File: src/rtl/lrt_pkg.sv
// ----------------------------------------------------------------------------
// lrt_pkg: shared types and constants of the linkable reload timer
// Command codes, control register bit positions and the result record.
// ----------------------------------------------------------------------------
package lrt_pkg;

    typedef enum logic [3:0] {
        CMD_TICK       = 4'd0,
        CMD_WR_BACKUP  = 4'd1,
        CMD_WR_CTRLA   = 4'd2,
        CMD_WR_COUNT   = 4'd3,
        CMD_WR_CTRLB   = 4'd4,
        CMD_RD_BACKUP  = 4'd5,
        CMD_RD_CTRLA   = 4'd6,
        CMD_RD_COUNT   = 4'd7,
        CMD_RD_CTRLB   = 4'd8,
        CMD_BORROW_IN  = 4'd9
    } cmd_t;

    localparam int CMD_W  = 4;
    localparam int DATA_W = 8;
    localparam int TDATA_W = 16;

    // ctrlA bit positions
    localparam int CA_INT_EN    = 7;
    localparam int CA_RESET_DONE = 6;
    localparam int CA_RELOAD_EN = 4;
    localparam int CA_COUNT_EN  = 3;

    // ctrlB bit positions
    localparam int CB_DONE       = 3;
    localparam int CB_LAST_TICK  = 2;
    localparam int CB_BORROW_IN  = 1;
    localparam int CB_BORROW_OUT = 0;

    localparam logic [2:0] CLK_SEL_LINKED = 3'd7;

    typedef struct packed {
        logic              irq;
        logic              fire;
        logic [DATA_W-1:0] read_data;
    } res_t;

endpackage

File: src/rtl/lrt_timer.sv
// ----------------------------------------------------------------------------
// lrt_timer: timer state and per-beat update
// Holds the timer registers and computes the result of one command beat.
// ----------------------------------------------------------------------------
module lrt_timer
    import lrt_pkg::*;
#(
    parameter int PRESCALE_BASE = 16,
    parameter int BORROW_WINDOW = 16
) (
    input  logic              aclk,
    input  logic              aresetn,
    input  logic              step,
    input  cmd_t              cmd,
    input  logic [DATA_W-1:0] wdata,
    output res_t              res
);

    localparam int PRE_W = $clog2(PRESCALE_BASE * 128);
    localparam int AGE_W = $clog2(BORROW_WINDOW + 1);
    localparam logic [AGE_W-1:0] AGE_MAX = AGE_W'(BORROW_WINDOW);

    logic [DATA_W-1:0] backup_reg, backup_next;
    logic [DATA_W-1:0] count_reg, count_next;
    logic [PRE_W-1:0]  pre_reg, pre_next;
    logic              running_reg, running_next;
    logic              int_en_reg, int_en_next;
    logic              rst_done_reg, rst_done_next;
    logic              reload_reg, reload_next;
    logic              count_en_reg, count_en_next;
    logic [2:0]        clk_sel_reg, clk_sel_next;
    logic              done_reg, done_next;
    logic              last_clk_reg, last_clk_next;
    logic [AGE_W-1:0]  bin_age_reg, bin_age_next;
    logic [AGE_W-1:0]  bout_age_reg, bout_age_next;

    logic              do_restart;
    logic              fired;
    logic [DATA_W-1:0] rd;
    logic [PRE_W-1:0]  period_cur;
    logic [PRE_W-1:0]  period_new;

    assign period_cur = (PRE_W'(PRESCALE_BASE) << clk_sel_reg) - PRE_W'(1);
    assign period_new = (PRE_W'(PRESCALE_BASE) << clk_sel_next) - PRE_W'(1);

    always_comb begin
        backup_next   = backup_reg;
        count_next    = count_reg;
        pre_next      = pre_reg;
        running_next  = running_reg;
        int_en_next   = int_en_reg;
        rst_done_next = rst_done_reg;
        reload_next   = reload_reg;
        count_en_next = count_en_reg;
        clk_sel_next  = clk_sel_reg;
        done_next     = done_reg;
        last_clk_next = last_clk_reg;
        bin_age_next  = bin_age_reg;
        bout_age_next = bout_age_reg;
        do_restart    = 1'b0;
        fired         = 1'b0;
        rd            = '0;

        unique case (cmd)
            CMD_TICK: begin
                if (bin_age_reg < AGE_MAX) bin_age_next = bin_age_reg + AGE_W'(1);
                if (bout_age_reg < AGE_MAX) bout_age_next = bout_age_reg + AGE_W'(1);
                if (running_reg) begin
                    if (pre_reg == '0) begin
                        pre_next = period_cur;
                        if (count_reg == '0) begin
                            fired         = 1'b1;
                            done_next     = 1'b1;
                            bout_age_next = '0;
                            do_restart    = 1'b1;
                        end else begin
                            count_next = count_reg - DATA_W'(1);
                        end
                    end else begin
                        pre_next = pre_reg - PRE_W'(1);
                    end
                end
            end
            CMD_WR_BACKUP: begin
                backup_next = wdata;
                count_next  = '0;
                do_restart  = 1'b1;
            end
            CMD_WR_CTRLA: begin
                int_en_next   = wdata[CA_INT_EN];
                rst_done_next = wdata[CA_RESET_DONE];
                reload_next   = wdata[CA_RELOAD_EN];
                count_en_next = wdata[CA_COUNT_EN];
                clk_sel_next  = wdata[2:0];
                if (wdata[CA_RESET_DONE]) done_next = 1'b0;
                do_restart    = 1'b1;
            end
            CMD_WR_COUNT: begin
                count_next = wdata;
                do_restart = 1'b1;
            end
            CMD_WR_CTRLB: begin
                done_next     = wdata[CB_DONE];
                last_clk_next = wdata[CB_LAST_TICK];
                do_restart    = 1'b1;
            end
            CMD_RD_BACKUP: rd = backup_reg;
            CMD_RD_CTRLA: begin
                rd[CA_INT_EN]     = int_en_reg;
                rd[CA_RESET_DONE] = rst_done_reg;
                rd[CA_RELOAD_EN]  = reload_reg;
                rd[CA_COUNT_EN]   = count_en_reg;
                rd[2:0]           = clk_sel_reg;
            end
            CMD_RD_COUNT: rd = count_reg;
            CMD_RD_CTRLB: begin
                last_clk_next     = (count_reg == '0);
                rd[CB_DONE]       = done_reg;
                rd[CB_LAST_TICK]  = (count_reg == '0);
                rd[CB_BORROW_IN]  = (bin_age_reg < AGE_MAX);
                rd[CB_BORROW_OUT] = (bout_age_reg < AGE_MAX);
            end
            CMD_BORROW_IN: begin
                bin_age_next = '0;
                if (count_en_reg && clk_sel_reg == CLK_SEL_LINKED
                        && !(done_reg && !reload_reg)) begin
                    if (count_reg != '0) begin
                        count_next    = count_reg - DATA_W'(1);
                        last_clk_next = (count_reg == DATA_W'(1));
                    end else begin
                        if (last_clk_reg) begin
                            last_clk_next = 1'b0;
                            done_next     = 1'b1;
                            fired         = 1'b1;
                            bout_age_next = '0;
                        end
                        if (reload_reg) count_next = backup_reg;
                    end
                end
            end
            default: ;
        endcase

        if (do_restart) begin
            running_next = 1'b0;
            if (count_en_next && clk_sel_next != CLK_SEL_LINKED
                    && !(done_next && !reload_next)) begin
                if (count_next == '0 || reload_next) count_next = backup_next;
                if (count_next != '0) begin
                    running_next = 1'b1;
                    pre_next     = period_new;
                end
            end
        end
    end

    assign res.read_data = rd;
    assign res.fire      = fired;
    assign res.irq       = fired && int_en_reg;

    always_ff @(posedge aclk) begin
        if (!aresetn) begin
            backup_reg   <= '0;
            count_reg    <= '0;
            pre_reg      <= '0;
            running_reg  <= 1'b0;
            int_en_reg   <= 1'b0;
            rst_done_reg <= 1'b0;
            reload_reg   <= 1'b0;
            count_en_reg <= 1'b0;
            clk_sel_reg  <= '0;
            done_reg     <= 1'b0;
            last_clk_reg <= 1'b0;
            bin_age_reg  <= AGE_MAX;
            bout_age_reg <= AGE_MAX;
        end else if (step) begin
            backup_reg   <= backup_next;
            count_reg    <= count_next;
            pre_reg      <= pre_next;
            running_reg  <= running_next;
            int_en_reg   <= int_en_next;
            rst_done_reg <= rst_done_next;
            reload_reg   <= reload_next;
            count_en_reg <= count_en_next;
            clk_sel_reg  <= clk_sel_next;
            done_reg     <= done_next;
            last_clk_reg <= last_clk_next;
            bin_age_reg  <= bin_age_next;
            bout_age_reg <= bout_age_next;
        end
    end

endmodule

File: src/rtl/linkable_reload_timer_unit.sv
// ----------------------------------------------------------------------------
// linkable_reload_timer_unit: 8-bit linkable reload timer with prescaler
// One command beat in, one result beat out, with registered input and output.
// ----------------------------------------------------------------------------
// Each input beat is one command: a tick of the system clock, a register write
// or read, or a borrow in from a linked timer. The unit takes one beat per
// clock cycle while the output is not stalled. A beat sits in the input
// register while the timer update runs; its result is registered into the
// output register when the beat advances and is offered on the result port.
// Throughout, the combinational timer update closes the loop from one beat to
// the next. The input side keeps accepting while a result waits on the output
// side, and stalls only when both registers are full.
module linkable_reload_timer_unit
    import lrt_pkg::*;
#(
    parameter int PRESCALE_BASE = 16,
    parameter int BORROW_WINDOW = 16
) (
    input  logic               aclk,
    input  logic               aresetn,
    input  logic               s_tvalid,
    output logic               s_tready,
    input  logic [TDATA_W-1:0] s_tdata,  // [3:0] cmd, [11:4] wdata
    output logic               m_tvalid,
    input  logic               m_tready,
    output logic [TDATA_W-1:0] m_tdata   // [7:0] read_data, [8] fire, [9] irq
);

    logic              in_valid_reg;
    logic [CMD_W-1:0]  in_cmd_reg;
    logic [DATA_W-1:0] in_wdata_reg;
    logic              out_valid_reg;
    res_t              out_res_reg;
    res_t              res;
    logic              advance;

    assign advance  = in_valid_reg && (!out_valid_reg || m_tready);
    assign s_tready = !in_valid_reg || advance;

    always_ff @(posedge aclk) begin
        if (!aresetn) begin
            in_valid_reg  <= 1'b0;
            out_valid_reg <= 1'b0;
        end else begin
            if (s_tready) in_valid_reg <= s_tvalid;
            if (advance) begin
                out_valid_reg <= 1'b1;
            end else if (m_tready) begin
                out_valid_reg <= 1'b0;
            end
        end
    end

    always_ff @(posedge aclk) begin
        if (s_tready && s_tvalid) begin
            in_cmd_reg   <= s_tdata[CMD_W-1:0];
            in_wdata_reg <= s_tdata[CMD_W+DATA_W-1:CMD_W];
        end
        if (advance) out_res_reg <= res;
    end

    lrt_timer #(
        .PRESCALE_BASE(PRESCALE_BASE),
        .BORROW_WINDOW(BORROW_WINDOW)
    ) u_timer (
        .aclk   (aclk),
        .aresetn(aresetn),
        .step   (advance),
        .cmd    (cmd_t'(in_cmd_reg)),
        .wdata  (in_wdata_reg),
        .res    (res)
    );

    assign m_tvalid = out_valid_reg;
    assign m_tdata  = {(TDATA_W-DATA_W-2)'(0), out_res_reg.irq, out_res_reg.fire,
                       out_res_reg.read_data};

endmodule

File: config.mk
export PLATFORM = sky130hd
export DESIGN_NAME = linkable_reload_timer_unit
export DESIGN_NICKNAME = d
export VERILOG_FILES = /design/src/rtl/lrt_pkg.sv /design/src/rtl/lrt_timer.sv /design/src/rtl/linkable_reload_timer_unit.sv
export SDC_FILE = /design/constraint.sdc
export NUM_CORES = 1
export LEC_CHECK = 0
export BUFFER_PORTS_ARGS = -buffer_cell sky130_fd_sc_hd__buf_2
export CORE_UTILIZATION = 55
export DETAILED_ROUTE_END_ITERATION = 12
export HOLD_SLACK_MARGIN = 0.12
export PLACE_DENSITY_LB_ADDON = 0.12
export SKIP_LAST_GASP = 1
export SLEW_MARGIN = 20
export SYNTH_ARGS = -nofsm -noshare
export SYNTH_HDL_FRONTEND = slang
export SYNTH_HIERARCHICAL = 1
export SYNTH_SLANG_ARGS = --single-unit
export TNS_END_PERCENT = 100
File: constraint.sdc
create_clock -name aclk -period 3 [get_ports aclk]
set_input_delay 0.6 -clock aclk [delete_from_list [all_inputs] [get_ports aclk]]
set_output_delay 0.6 -clock aclk [all_outputs]
set_load 0.1 [all_outputs]
### After elaboration in Yosys (flattened, before gate mapping)

Index checks and enable logic that the tools add are counted.

| cells by class | value |
|---|---|
| $add $sub $neg | 6 |
| multiply operators | 0 |
| divide/modulo/power cells | 0 |
| $lt $le $gt $ge | 2 |
| eq/ne operators | 16 |
| shift operators | 2 |
| multiplexer cells | 59 |
| bitwise logic cells | 0 |
| reduce and logical (&&, ||, !) cells | 33 |

Operators by type and width:

| kind | count |
|---|---|
| $mux 8 | 12 |
| $mux 11 | 6 |
| $mux 5 | 8 |
| $pmux 8 s4 | 1 |
| $shl 5x3->11 const A | 2 |
| $sub 11x2->11 const B | 2 |
| $mux 1 | 21 |
| $pmux 5 s2 | 2 |
| $eq 4x3->1 const B | 4 |
| $logic_not 8->1 | 2 |
| $pmux 4 s4 | 1 |
| $reduce_bool 8->1 | 2 |
| $logic_not 11->1 | 1 |
| $sub 11x1->11 const B | 1 |
| $add 5x1->5 const B | 2 |
| $lt 5x5->1 const B | 2 |
| $logic_and 1x1->1 | 9 |
| $eq 4x2->1 const B | 2 |
| $eq 4x4->1 const B | 2 |
| $eq 8x1->1 const B | 1 |
| $sub 8x1->8 const B | 1 |
| $logic_not 1->1 | 6 |
| $ne 2x1->1 const B | 3 |
| $pmux 1 s2 | 3 |
| 16 further kinds | 22 |

| word-level totals | value |
|---|---|
| bits in registers | 71 |
| latch bits | 0 |
| memory bits (writable) | 0 |
| ROM bits | 0 |
| bits of input ports | 20 |
| output and inout port bits | 18 |
| logic and storage cells | 138 |
| memories kept | 0 |

### Longest topological paths before layout

Gate-level depths: netlist (run 1).

| depth | value |
|---|---|
| depth in word-level cells | 15 |
| gate-level depth with buffers | 15 |
| depth with buffers taken out | 12 |

### Modules after synthesis

Netlist (run 1), hierarchy kept.

By module, submodules not included:

| module | instances | cells each | area each (µm²) |
|---|---|---|---|
| lrt_timer | 1 | 525 | 3893.7 |
| linkable_reload_timer_unit | 1 | 38 | 813.3 |

### Worst setup path before layout (run 1)

OpenSTA, ideal clock, no wires.

| timing path | value |
|---|---|
| kind | register to register |
| start | reg u_timer.count_reg[0] |
| end | reg u_timer.pre_reg[5] |
| arrival time | 3014 ps |
| required time | 2880 ps |
| slack | -134 ps |
| cell stages (with the launch flop) | 15 |
| path buffers | 2 |
| clock period less this slack | 3134 ps |
| cells stage by stage | dfxtp_1 -> clkbuf_2 -> inv_1 -> ha_1 -> or3b_2 -> o21ai_1 -> a31oi_1 -> a2111oi_2 -> o21ai_1 -> nor4_1 -> a31oi_1 -> o21bai_4 -> buf_6 -> nor3_2 -> o31a_1 |

| on the way | value |
|---|---|
| word-level cells in the longest chain between the ends | 14 |
| elaborated cells between the ends (all ways) | 32 |

Ends and longest elaborated chain:

| item | RTL line | RTL |
|---|---|---|
| start, declared | lrt_timer.sv:24 | `logic [DATA_W-1:0] count_reg, count_next;` |
| start signal, assigned | lrt_timer.sv:178 | `count_reg <= count_next;` |
| $sub 8x1->8 / $logic_not 8->1 (equally long branches) | lrt_timer.sv:77, lrt_timer.sv:128, lrt_timer.sv:71 |  |
| $mux 8 | lrt_timer.sv:71 | `if (count_reg == '0) begin` |
| $mux 8 | lrt_timer.sv:69 | `if (pre_reg == '0) begin` |
| $mux 8 | lrt_timer.sv:68 | `if (running_reg) begin` |
| $pmux 8 s4 | lrt_timer.sv:64 | `unique case (cmd)` |
| $logic_not 8->1 | lrt_timer.sv:148 | `if (count_next == '0 \|\| reload_next) count_next = backup_next;` |
| $logic_or 1x1->1 | lrt_timer.sv:148 |  |
| $mux 8 | lrt_timer.sv:148 |  |
| $mux 8 | lrt_timer.sv:146 | `if (count_en_next && clk_sel_next != CLK_SEL_LINKED` |
| $mux 8 | lrt_timer.sv:144 | `if (do_restart) begin` |
| $reduce_bool 8->1 | lrt_timer.sv:149 | `if (count_next != '0) begin` |
| $mux 11 | lrt_timer.sv:149 |  |
| $mux 11 | lrt_timer.sv:146 |  |
| $mux 11 * | lrt_timer.sv:144 |  |
| end signal, assigned | lrt_timer.sv:179 | `pre_reg <= pre_next;` |
| end, declared | lrt_timer.sv:25 | `logic [PRE_W-1:0] pre_reg, pre_next;` |

Every way passes the cells marked *; elsewhere a longest branch is shown, timed or not. The select of a mux whose other input is x is not followed.
A chain may end at the register's enable or synchronous reset.

### Worst setup path in the final report (run 1)

| timing path | value |
|---|---|
| start | reg in_cmd_reg[0] |
| end | reg u_timer.pre_reg[10] |

| on the way | value |
|---|---|
| word-level cells in the longest chain between the ends | 11 |
| elaborated cells between the ends (all ways) | 32 |

Ends and longest elaborated chain:

| item | RTL line | RTL |
|---|---|---|
| start, declared | linkable_reload_timer_unit.sv:30 | `logic [CMD_W-1:0] in_cmd_reg;` |
| start signal, assigned | linkable_reload_timer_unit.sv:56 | `in_cmd_reg <= s_tdata[CMD_W-1:0];` |
| branches (longest 10 deep; another with $sub 11x2->11) | -- |  |
| $mux 11 * | lrt_timer.sv:144 |  |

Mark *: on every way between the ends. The select of a mux whose other input is x is not followed.

==> results of run 1 <==
area by class of cell:
type                       count  share of cell area [%]
clock buffer                   9                    1.90
tap                          105                    2.02
timing repair buffer         182                    21.1
clock inverter                 7                    1.06
inverter                      11                   0.673
multi-input combinational    440                    47.9
sequential                    71                    25.3
cells in the mapped netlist, types with 8 or more instances:
cell	n
buf_4	9
o21ai_0	37
clkbuf_1	24
and2_1	8
nand3_1	34
nor2_1	51
nand4_1	10
nand2_1	49
dfxtp_1	49
inv_1	11
a21boi_0	16
a22oi_1	8
o21ai_1	8
mux2i_1	21
edfxtp_1	22
mux2_2	8
o31ai_1	8
a21oi_1	25
nor2b_1	8
a31oi_1	13
ha_1	8
nor3_1	16
metrics by stage:
step	TNS (ns)	hold slack, ns	setup WS [ns]	std cells	cell area [sq um]
2_1_floorplan	0	0.444	0.0298	568	4730
3_3_place_gp	-2.14	0.463	-0.213	784	5770
3_5_place_dp	-4.03	0.477	-0.309	784	5770
4_1_cts	-0.0185	0.396	-0.00871	815	6280
5_1_grt	-3.02	0.381	-0.233	825	6510
6_report	-0.873	0.394	-0.136	825	6510
power groups by stage:
stage,clock network [mW],registers [mW],logic (mW)
3_3_place_gp,0,1.07,0.448
3_5_place_dp,0,1.07,0.456
5_1_grt,0.835,1.05,0.577
4_1_cts,0.798,1.05,0.498
6_report,0.802,1.05,0.552
2_1_floorplan,0,1.11,0.250
worst min path at each step:
stage,endpoint,cells after the start
3_5_place_dp,u_timer/backup_reg[7],1
6_report,in_cmd_reg[3],1
3_3_place_gp,u_timer/backup_reg[7],1
4_1_cts,in_wdata_reg[6],1
2_1_floorplan,u_timer/rst_done_reg,2
5_1_grt,in_wdata_reg[2],1
per-layer routing:
metal	track usage (%)	vias up	part of all wire, %
li1	-	2382	-
met1	49.9	2520	39
met2	62.2	365	45
met3	9.90	73	12
met4	16.4	0	4.2
met5	0	-	0
cells by family after synthesis:
| kind of cell | share of synthesized area, % |
|---|---|
| and+or+nand+nor | 25.4 |
| xor gates and xnor gates | 1.67 |
| other | 0.0797 |
| muxes | 6.38 |
| AOI/OAI and AO/OA | 23.5 |
| buffers and inverters | 5.95 |
| DFF | 34.9 |
| adders and majority gates | 2.13 |
what timing repair did:
action                     in CTS  in global routing
setup buffers                  15                 11
setup endpoints to repair      20                 20
pin swaps                      20                 16
hold endpoints to repair        0                  0
resized for setup              43                 33
==> flow_summary.yaml, run 1 <==
outcome:
  outcome: "finished with violations"
  failed_checks: "setup timing"
power_and_ir_drop:
  power_density_mw_per_mm2: 369
  leakage_nw: 2.68
  finalPower_mw: 2.40
  switching_share_pct: 34.9
  p_int_mw: 1.56
  comb_power_share_pct: 23.0
  p_seq_share_pct: 43.6
  ir_worst_vdd_uv: 250
  clock_power_share_pct: 33.4
  p_sw_mw: 0.839
finish:
  largest_reg_flops: 11
  diodes: 0
  final_common_cell: "buf_4"
  layout-drive-gt1-share_pct: 38.3
  final_util_pct: 78.8
  area_growth_syn_to_layout_pct: 38.2
  finalNetCount: 743
  fillers: 587
  regArea_sq_mm: 0.00165
  most-common-layout-cells: "142 x buf_4, 47 x nor2_1, 47 x nand2_1"
  multi_input_area_sq_mm: 0.00312
route:
  wl_per_cell_um: 21.1
  vias: 5340
  ant_nets: 0
  drt_iter0_drc: 612
  drt_pass1_iterations: 6
  drc_errors: 0
  finalWirelength_um: 17400
  via_per_inst: 6.47
logic_synthesis:
  syn_inst: 563
  synthDistinctLibCells: 75
  syn_area_per_cell_sq_um: 8.36
  yosysSeqAreaShare_pct: 34.9
  synth_edf_count: 22
  syn_area_sq_mm: 0.00471
  synth_area_leaders: "dfxtp_1 21%, edfxtp_1 14%, mux2i_1 4.5%, nor2_1 4.1%, o21ai_0 3.9%"
  ys_ff_latch: 71
  ys.flop_type: "dfxtp_1"
  synth_top_area_share_pct: 20.8
  async_flop_share_pct: 0
  yosys.area.top_type: "dfxtp_1"
  yosys_warnings: 6
critical_path:
  critPathBufInv: 4
  path_cells: "buf_6, buf_12, and2b_1, nor3b_4, buf_6, buf_4, mux2i_2, and2_1, nand2_1, ha_1, o21ai_0, o21ai_0, mux2i_1, o21ai_1"
  r2r_end: "u_timer/pre_reg[10]"
  max_stage_delay_ns: 0.46
  r2r_start: "in_cmd_reg[0]"
  path_delay_family: "simple AND/OR/NAND/NOR gates"
  critPathLaunchType: "flip-flop"
  rrSetupSlack_ns: -0.14
  critPathCaptureType: "flip-flop"
  cp_data_required_time_ns: 3.24
  crit_slowest_cell: "edfxtp_1"
  crit_cells: 14
  critPathArrivalTime_ns: 3.37
  ff2ff_path_depth: 14
  cp_max_fo: 5
  crit_path_start: "in_cmd_reg[0]"
  worstSetupPathType: "flip-flop to flip-flop"
  critical_path.endpoint: "u_timer/pre_reg[10]"
clock_tree:
  cts_tree: "done"
  cts_max_path_buffers: 2
  clk_latency_ns: 0.37
  numCtsBuffers: 9
  cts.sinks: 71
  hold_buffers: 0
  cts-root-buf: "clkbuf_8"
  htree_num_levels: 3
  path_clk_slew_ns: 0.10
sta:
  rsz0062_at_grt: "yes"
  tightestPinTransition_ns: 0.703
  drv_slew: 0
  period_needed_ns: 3.14
  setup_viol: 18
  fmax_ghz: 0.319
  clock_skew_ns: 0.0202
  fin_ws_ns: -0.136
  hold_violations: 0
  fin_crit_sh_pct: 105
  slew_headroom_pct: 52.6
floorplan:
  initial_core_util_pct: 57.0
  chipHeight_um: 94.5
  core-area_sq_mm: 0.00826
  die_w_um: 94.5
  row_count: 33
  fp.dieArea_sq_mm: 0.00893
  io_pins: 38
min_path:
  worstHoldStart: "s_tdata[3]"
  hp-class: "input pin to flip-flop"
grt:
  grt-ovfl-total: 0
  grt_util_all_layers_pct: 39.0
  grt_pass1_wl_um: 25900
  grt_pass1_vias: 4972
  grt_max_degree: 29
  antenna_found_initial: 0
place:
  dpl.hpwl_um: 12200
  numPortBuffers: 27
  place.gp.congestion: 1.06
job:
  drv_cap: 0
No activity file was read; power rests on OpenSTA's default activity.
==> run 2, diff against run 1 <==
--- a/config.mk
+++ b/config.mk
@@ -9,6 +9,7 @@
 export CORE_UTILIZATION = 55
 export DETAILED_ROUTE_END_ITERATION = 12
 export HOLD_SLACK_MARGIN = 0.12
+export MAX_ROUTING_LAYER = met4
 export PLACE_DENSITY_LB_ADDON = 0.12
 export SKIP_LAST_GASP = 1
 export SLEW_MARGIN = 20
==> constraint.sdc (replaced) <==
create_clock -name aclk -period 3 [get_ports aclk]
set_input_delay 0.6 -clock aclk [delete_from_list [all_inputs] [get_ports aclk]]
set_output_delay 0.6 -clock aclk [all_outputs]
set_load 0.05 [all_outputs]
==> run 2 against run 1 <==
Effect of this change: largest cell class unchanged; setup slack better by 0.019 ns; via count is 1.5% lower; critical path depth is 1 higher; first-iteration DRC count is 7.8% lower; hold slack better by 0.0052 ns; sequential share of layout area is 0.15 points higher; global-route usage is 0.67 points lower; the run still ends with setup timing left; cell area is 0.52% lower; non-clock buffer count is 16 lower; maximum frequency is 0.62% higher; clock power is 2% lower; final cell count is 1.8% lower; largest power group unchanged.
==> flow_summary.yaml, run 2 (synthesis gave the netlist of run 1 again) <==
outcome:
  outcome: "finished with violations"
  failed_checks: "setup timing"
route:
  drt_pass1_iterations: 6
  via_per_inst: 6.49
  ant_nets: 0
  finalWirelength_um: 16500
  drc_errors: 0
  drt_iter0_drc: 564
  vias: 5260
  wl_per_cell_um: 20.4
critical_path:
  crit_slowest_cell: "dfxtp_2"
  cp_data_required_time_ns: 3.25
  path_common_cell: "buf_4"
  path_cells: "inv_2, ha_4, nor4b_4, buf_4, nand4_1, nand2_4, o21ai_2, o31a_1, nor4_2, a31oi_2, buf_6, o21bai_4, buf_4, a21oi_2, a31o_2"
  max_stage_delay_ns: 0.33
  critPathLaunchType: "flip-flop"
  critPathArrivalTime_ns: 3.37
  worstSetupPathType: "flip-flop to flip-flop"
  cp_max_fo: 5
  critPathCaptureType: "flip-flop"
floorplan:
  die_w_um: 94.5
  io_pins: 38
  core-area_sq_mm: 0.00826
  initial_core_util_pct: 57.0
  row_count: 33
  chipHeight_um: 94.5
  fp.dieArea_sq_mm: 0.00893
job:
  drv_cap: 0
clock_tree:
  path_clk_slew_ns: 0.10
  cts.sinks: 71
  cts_tree: "done"
  htree_num_levels: 3
  cts-root-buf: "clkbuf_8"
  clk_latency_ns: 0.37
  numCtsBuffers: 9
  cts_max_path_buffers: 2
power_and_ir_drop:
  power_density_mw_per_mm2: 360
  clock_power_share_pct: 33.6
  switching_share_pct: 33.4
  p_sw_mw: 0.778
  p_int_mw: 1.55
  p_seq_share_pct: 44.9
  ir_worst_vdd_uv: 290
  comb_power_share_pct: 21.4
  leakage_nw: 2.62
grt:
  antenna_found_initial: 0
  grt_max_degree: 48
  grt_pass1_wl_um: 24900
  grt-ovfl-total: 0
  grt_pass1_vias: 4824
  grt_util_all_layers_pct: 38.3
finish:
  layout-drive-gt1-share_pct: 39.3
  largest_reg_flops: 11
  area_growth_syn_to_layout_pct: 37.5
  finalNetCount: 728
  stdcell_area_sq_mm: 0.00647
  fillers: 546
  diodes: 0
  most-common-layout-cells: "121 x buf_4, 49 x nor2_1, 46 x nand2_1"
  final_common_cell: "buf_4"
sta:
  slew_headroom_pct: 53.4
  fin_ws_ns: -0.117
  drv_slew: 0
  clock_skew_ns: 0.0160
  fmax_ghz: 0.321
  rsz0062_at_grt: "yes"
  period_needed_ns: 3.12
  whs_ns: 0.399
  tightestPinTransition_ns: 0.696
  fin_crit_sh_pct: 104
  hold_violations: 0
  setup_viol: 16
min_path:
  hp-class: "input pin to flip-flop"
place:
  place_area_sq_mm: 0.00565
  numPortBuffers: 27
  dpl.hpwl_um: 11800
  place.gp.congestion: 1.10
## run 2: cell types whose count changed in the layout (fill, tap and decap cells not counted), sizes merged
cell and change:
buf -16, o21bai +1
## run 2: critical path, delay by kind of cell (launching register included)
family          cells  cell delay, ns
buf+inv             4            0.56
compound gates      6            1.01
flops               1            0.33
simple gates        4            0.97
fa+ha+maj           1            0.13
## run 2: power by group through the flow
stage | Clock (mW) | Sequential [mW] | Combinational (mW)
after floorplan | 0 | 1.08 | 0.233
after global placement | 0 | 1.07 | 0.395
after detailed placement | 0 | 1.07 | 0.403
after CTS | 0.786 | 1.04 | 0.447
after global routing | 0.831 | 1.05 | 0.525
final | 0.783 | 1.05 | 0.499
## run 2: cell type report
| class | instances | area, sq um | area share (%) |
|---|---|---|---|
| clock buffer | 9 | 124 | 1.91 |
| tap | 105 | 131 | 2.03 |
| sequential | 71 | 1650 | 25.5 |
| multi-input combinational | 441 | 3210 | 49.6 |
| clock inverter | 7 | 68.8 | 1.06 |
| timing repair buffer | 166 | 1250 | 19.3 |
| inverter | 11 | 41.3 | 0.638 |
## run 2: layer usage
| layer | share of wire, % | global-route usage [%] |
|---|---|---|
| met3 | 9.0 | 5.80 |
| met4 | 6.0 | 22.0 |
| met2 | 46 | 59.5 |
| met1 | 39 | 47.3 |
| met5 | 0 | - |
## run 2: stage by stage
| step | worst slack, ns | TNS [ns] | utilization [%] | total power [mW] | instances |
|---|---|---|---|---|---|
| finish | -0.117 | -0.813 | 78.4 | 2.33 | 810 |
| detailed placement | -0.229 | -2.40 | 68.4 | 1.47 | 772 |
| global placement | -0.162 | -1.58 | 68.4 | 1.46 | 772 |
| floorplan | 0.0298 | 0 | - | 1.32 | 568 |
| global route | -0.199 | -2.72 | 78.4 | 2.41 | 810 |
| CTS | -0.0333 | -0.0964 | 74.6 | 2.28 | 800 |
## run 2: path summary, 6_finish.rpt
path / cells after the start / slack (ns) / from / end
worst max register to register: 15 / -0.12 / u_timer/pre_reg[1] / u_timer/pre_reg[0]
worst max-delay path: 15 / -0.12 / u_timer/pre_reg[1] / u_timer/pre_reg[0]
worst min register to register: 1 / 0.49 / u_timer/backup_reg[7] / u_timer/backup_reg[7]
worst min-delay path: 1 / 0.40 / s_tdata[3] / in_cmd_reg[3]
## run 2: repair_timing
item | CTS | global route
buffers inserted | 11 | 12
resized for setup | 48 | 53
setup endpoints to repair | 20 | 20
gates cloned | 1 | 0
pin swaps | 20 | 27
hold buffers | 0 | 0
hold endpoints to repair | 0 | 0
==> run 3, diff against run 2 <==
--- a/config.mk
+++ b/config.mk
@@ -5,9 +5,11 @@
 export SDC_FILE = /design/constraint.sdc
 export NUM_CORES = 1
 export LEC_CHECK = 0
+export ABC_AREA = 1
 export BUFFER_PORTS_ARGS = -buffer_cell sky130_fd_sc_hd__buf_2
 export CORE_UTILIZATION = 55
 export DETAILED_ROUTE_END_ITERATION = 12
+export GPL_TIMING_DRIVEN = 0
 export HOLD_SLACK_MARGIN = 0.12
 export MAX_ROUTING_LAYER = met4
 export PLACE_DENSITY_LB_ADDON = 0.12
==> run 3 against run 2 <==
Effect of this change: critical path type unchanged; routed wire length down 2.7%; die area up 3.2%; via count up 2.0%; critical endpoint is now u_timer/pre_reg[4]; the run now ends clean; largest cell class unchanged; power up 12%.
==> flow_summary.yaml, run 3 <==
grt:
  antenna_found_initial: 0
  grt-ovfl-total: 0
  grt_pass1_wl_um: 23300
  grt_pass1_vias: 4700
  grt_max_degree: 15
  grt_util_all_layers_pct: 34.9
critical_path:
  worstSetupPathType: "flip-flop to flip-flop"
  critPathCaptureType: "flip-flop"
  critPathLaunchType: "flip-flop"
  r2r_start: "u_timer/pre_reg[0]"
  crit_slowest_cell: "dfxtp_2"
  path_cells: "inv_2, ha_4, nand2_4, nor2_4, nand3_4, nor2_8, nand2_1, nand2_1, nand3_1, nor2_2, nand2_1, nor2_4, nand2_4, nand2_8, nand2_2, nand2_2, nand2_2, nor2_4, nand2_4, nand2_4, buf_8, nand2_1, nand3_1, a21oi_1"
  max_stage_delay_ns: 0.34
  crit_path_start: "u_timer/pre_reg[0]"
  critPathArrivalTime_ns: 3.19
  cp_max_fo: 8
  cp_data_required_time_ns: 3.21
logic_synthesis:
  synth_most_common_cell: "nand2_1"
  synth_top_area_share_pct: 20.2
  yosys_warnings: 6
  synth_area_leaders: "dfxtp_1 20%, nand2_1 17%, edfxtp_1 14%, inv_1 6.8%, a21oi_1 6.5%"
  synth_edf_count: 22
  yosysSeqAreaShare_pct: 33.8
  ys.flop_type: "dfxtp_1"
  yosys.area.top_type: "dfxtp_1"
  ys_ff_latch: 71
  synthDistinctLibCells: 49
  syn_inst: 727
  async_flop_share_pct: 0
  syn_area_per_cell_sq_um: 6.69
  syn_area_sq_mm: 0.00486
  synth_common_cells: "220 x nand2_1, 88 x inv_1, 63 x a21oi_1"
floorplan:
  io_pins: 38
  chipHeight_um: 96.0
  fp.dieArea_sq_mm: 0.00922
  row_count: 33
  die_w_um: 96.0
  core-area_sq_mm: 0.00838
  initial_core_util_pct: 58.0
power_and_ir_drop:
  p_int_mw: 1.68
  power_density_mw_per_mm2: 438
  p_sw_mw: 0.936
  finalPower_mw: 2.61
  switching_share_pct: 35.8
  ir_worst_vdd_uv: 281
  p_seq_share_pct: 41.1
  clock_power_share_pct: 30.8
  comb_power_share_pct: 28.0
  leakage_nw: 2.70
clock_tree:
  numCtsBuffers: 9
  hold_buffers: 0
  cts-root-buf: "clkbuf_8"
  cts_tree: "done"
  cts.sinks: 71
  clk_latency_ns: 0.35
  path_clk_slew_ns: 0.09
  htree_num_levels: 3
  cts_max_path_buffers: 2
min_path:
  worstHoldStart: "s_tdata[2]"
  hp-class: "input pin to flip-flop"
finish:
  largest_reg_flops: 11
  layout-drive-gt1-share_pct: 24.8
  area_growth_syn_to_layout_pct: 22.6
  final_common_cell: "nand2_1"
  most-common-layout-cells: "191 x nand2_1, 83 x inv_1, 59 x a21oi_1"
  finalNetCount: 830
  stdcell_count: 912
  diodes: 0
place:
  dpl.hpwl_um: 11200
  numPortBuffers: 27
  place.gp.congestion: 1.01
  dp.cells: 864
sta:
  period_needed_ns: 2.99
  setup_viol: 0
  fmax_ghz: 0.335
  tightestPinTransition_ns: 0.805
  drv_slew: 0
  setup_tns_ns: 0
  clock_skew_ns: 0.0118
  hold_violations: 0
  fin_crit_sh_pct: 99.6
  rsz0062_at_grt: "yes"
  slew_headroom_pct: 45.9
route:
  drt_pass1_iterations: 5
  via_per_inst: 5.88
  finalWirelength_um: 16100
  ant_nets: 0
  drc_errors: 0
  vias: 5367
  wl_per_cell_um: 17.6
  drt_iter0_drc: 579
outcome:
  outcome: "finished, final reports clean"
job:
  drv_cap: 0
run 3: cell type report:
type                       count  area, sq um
multi-input combinational    538         3020
fill                         687         2420
sequential                    71         1660
timing repair buffer          57          407
inverter                      96          365
buffer                        29          179
tap                          105          131
clock buffer                   9          124
clock inverter                 7         80.1
run 3: routing by layer:
metal | vias up | track usage [%] | part of all wire [%] | wire, um
met3 | 55 | 3.63 | 8.6 | 1390
met2 | 328 | 54.4 | 47 | 7530
met4 | 0 | 19.5 | 4.3 | 686
li1 | 2540 | - | - | -
met1 | 2444 | 44.3 | 40 | 6480
met5 | - | - | 0 | 0
run 3: metrics by stage:
step / cell area, sq um / utilization (%) / hold slack (ns) / setup WS (ns)
after detailed placement: 5150 / 61.5 / 0.451 / -0.522
after floorplan: 4880 / - / 0.429 / 0.247
after CTS: 5480 / 65.4 / 0.407 / 0.00536
final: 5960 / 71.1 / 0.419 / 0.0125
after global routing: 5960 / 71.1 / 0.410 / -0.108
after global placement: 5150 / 61.4 / 0.444 / -0.551
run 3: path summary, 6_finish.rpt:
| kind | slack (ns) | end | cells after the start |
|---|---|---|---|
| max | 0.01 | u_timer/pre_reg[4] | 24 |
| min | 0.42 | in_cmd_reg[2] | 1 |
| max reg2reg | 0.01 | u_timer/pre_reg[4] | 24 |
| min reg2reg | 0.47 | u_timer/bin_age_reg[3] | 1 |
run 3: cell families after synthesis:
logic type,count (synthesis),synth area share (%)
xor+xnor,8,1.44
flops,71,33.8
other cells,1,0.0771
buf+inv,126,10.8
simple gates,354,33.0
fa+ha+maj,8,2.06
compound gates,159,18.8
run 3: repair_timing:
action	in CTS	in global routing
pin swaps	8	33
setup buffers	4	24
resized for setup	29	69
setup endpoints to repair	20	20
cloned	1	4
run 3: power by group through the flow:
stage / Combinational [mW] / Clock [mW] / Sequential (mW)
6_report: 0.732 / 0.806 / 1.07
3_5_place_dp: 0.546 / 0 / 1.09
5_1_grt: 0.789 / 0.843 / 1.08
3_3_place_gp: 0.536 / 0 / 1.09
4_1_cts: 0.576 / 0.813 / 1.07
2_1_floorplan: 0.408 / 0 / 1.09
run 3: worst max-delay path: cells and delay by family (launching register included):
| family | cells | cell delay [ns] |
|---|---|---|
| buf+inv | 2 | 0.22 |
| fa+ha+maj | 1 | 0.14 |
| simple gates | 20 | 2.06 |
| compound gates | 1 | 0.08 |
| flops | 1 | 0.34 |
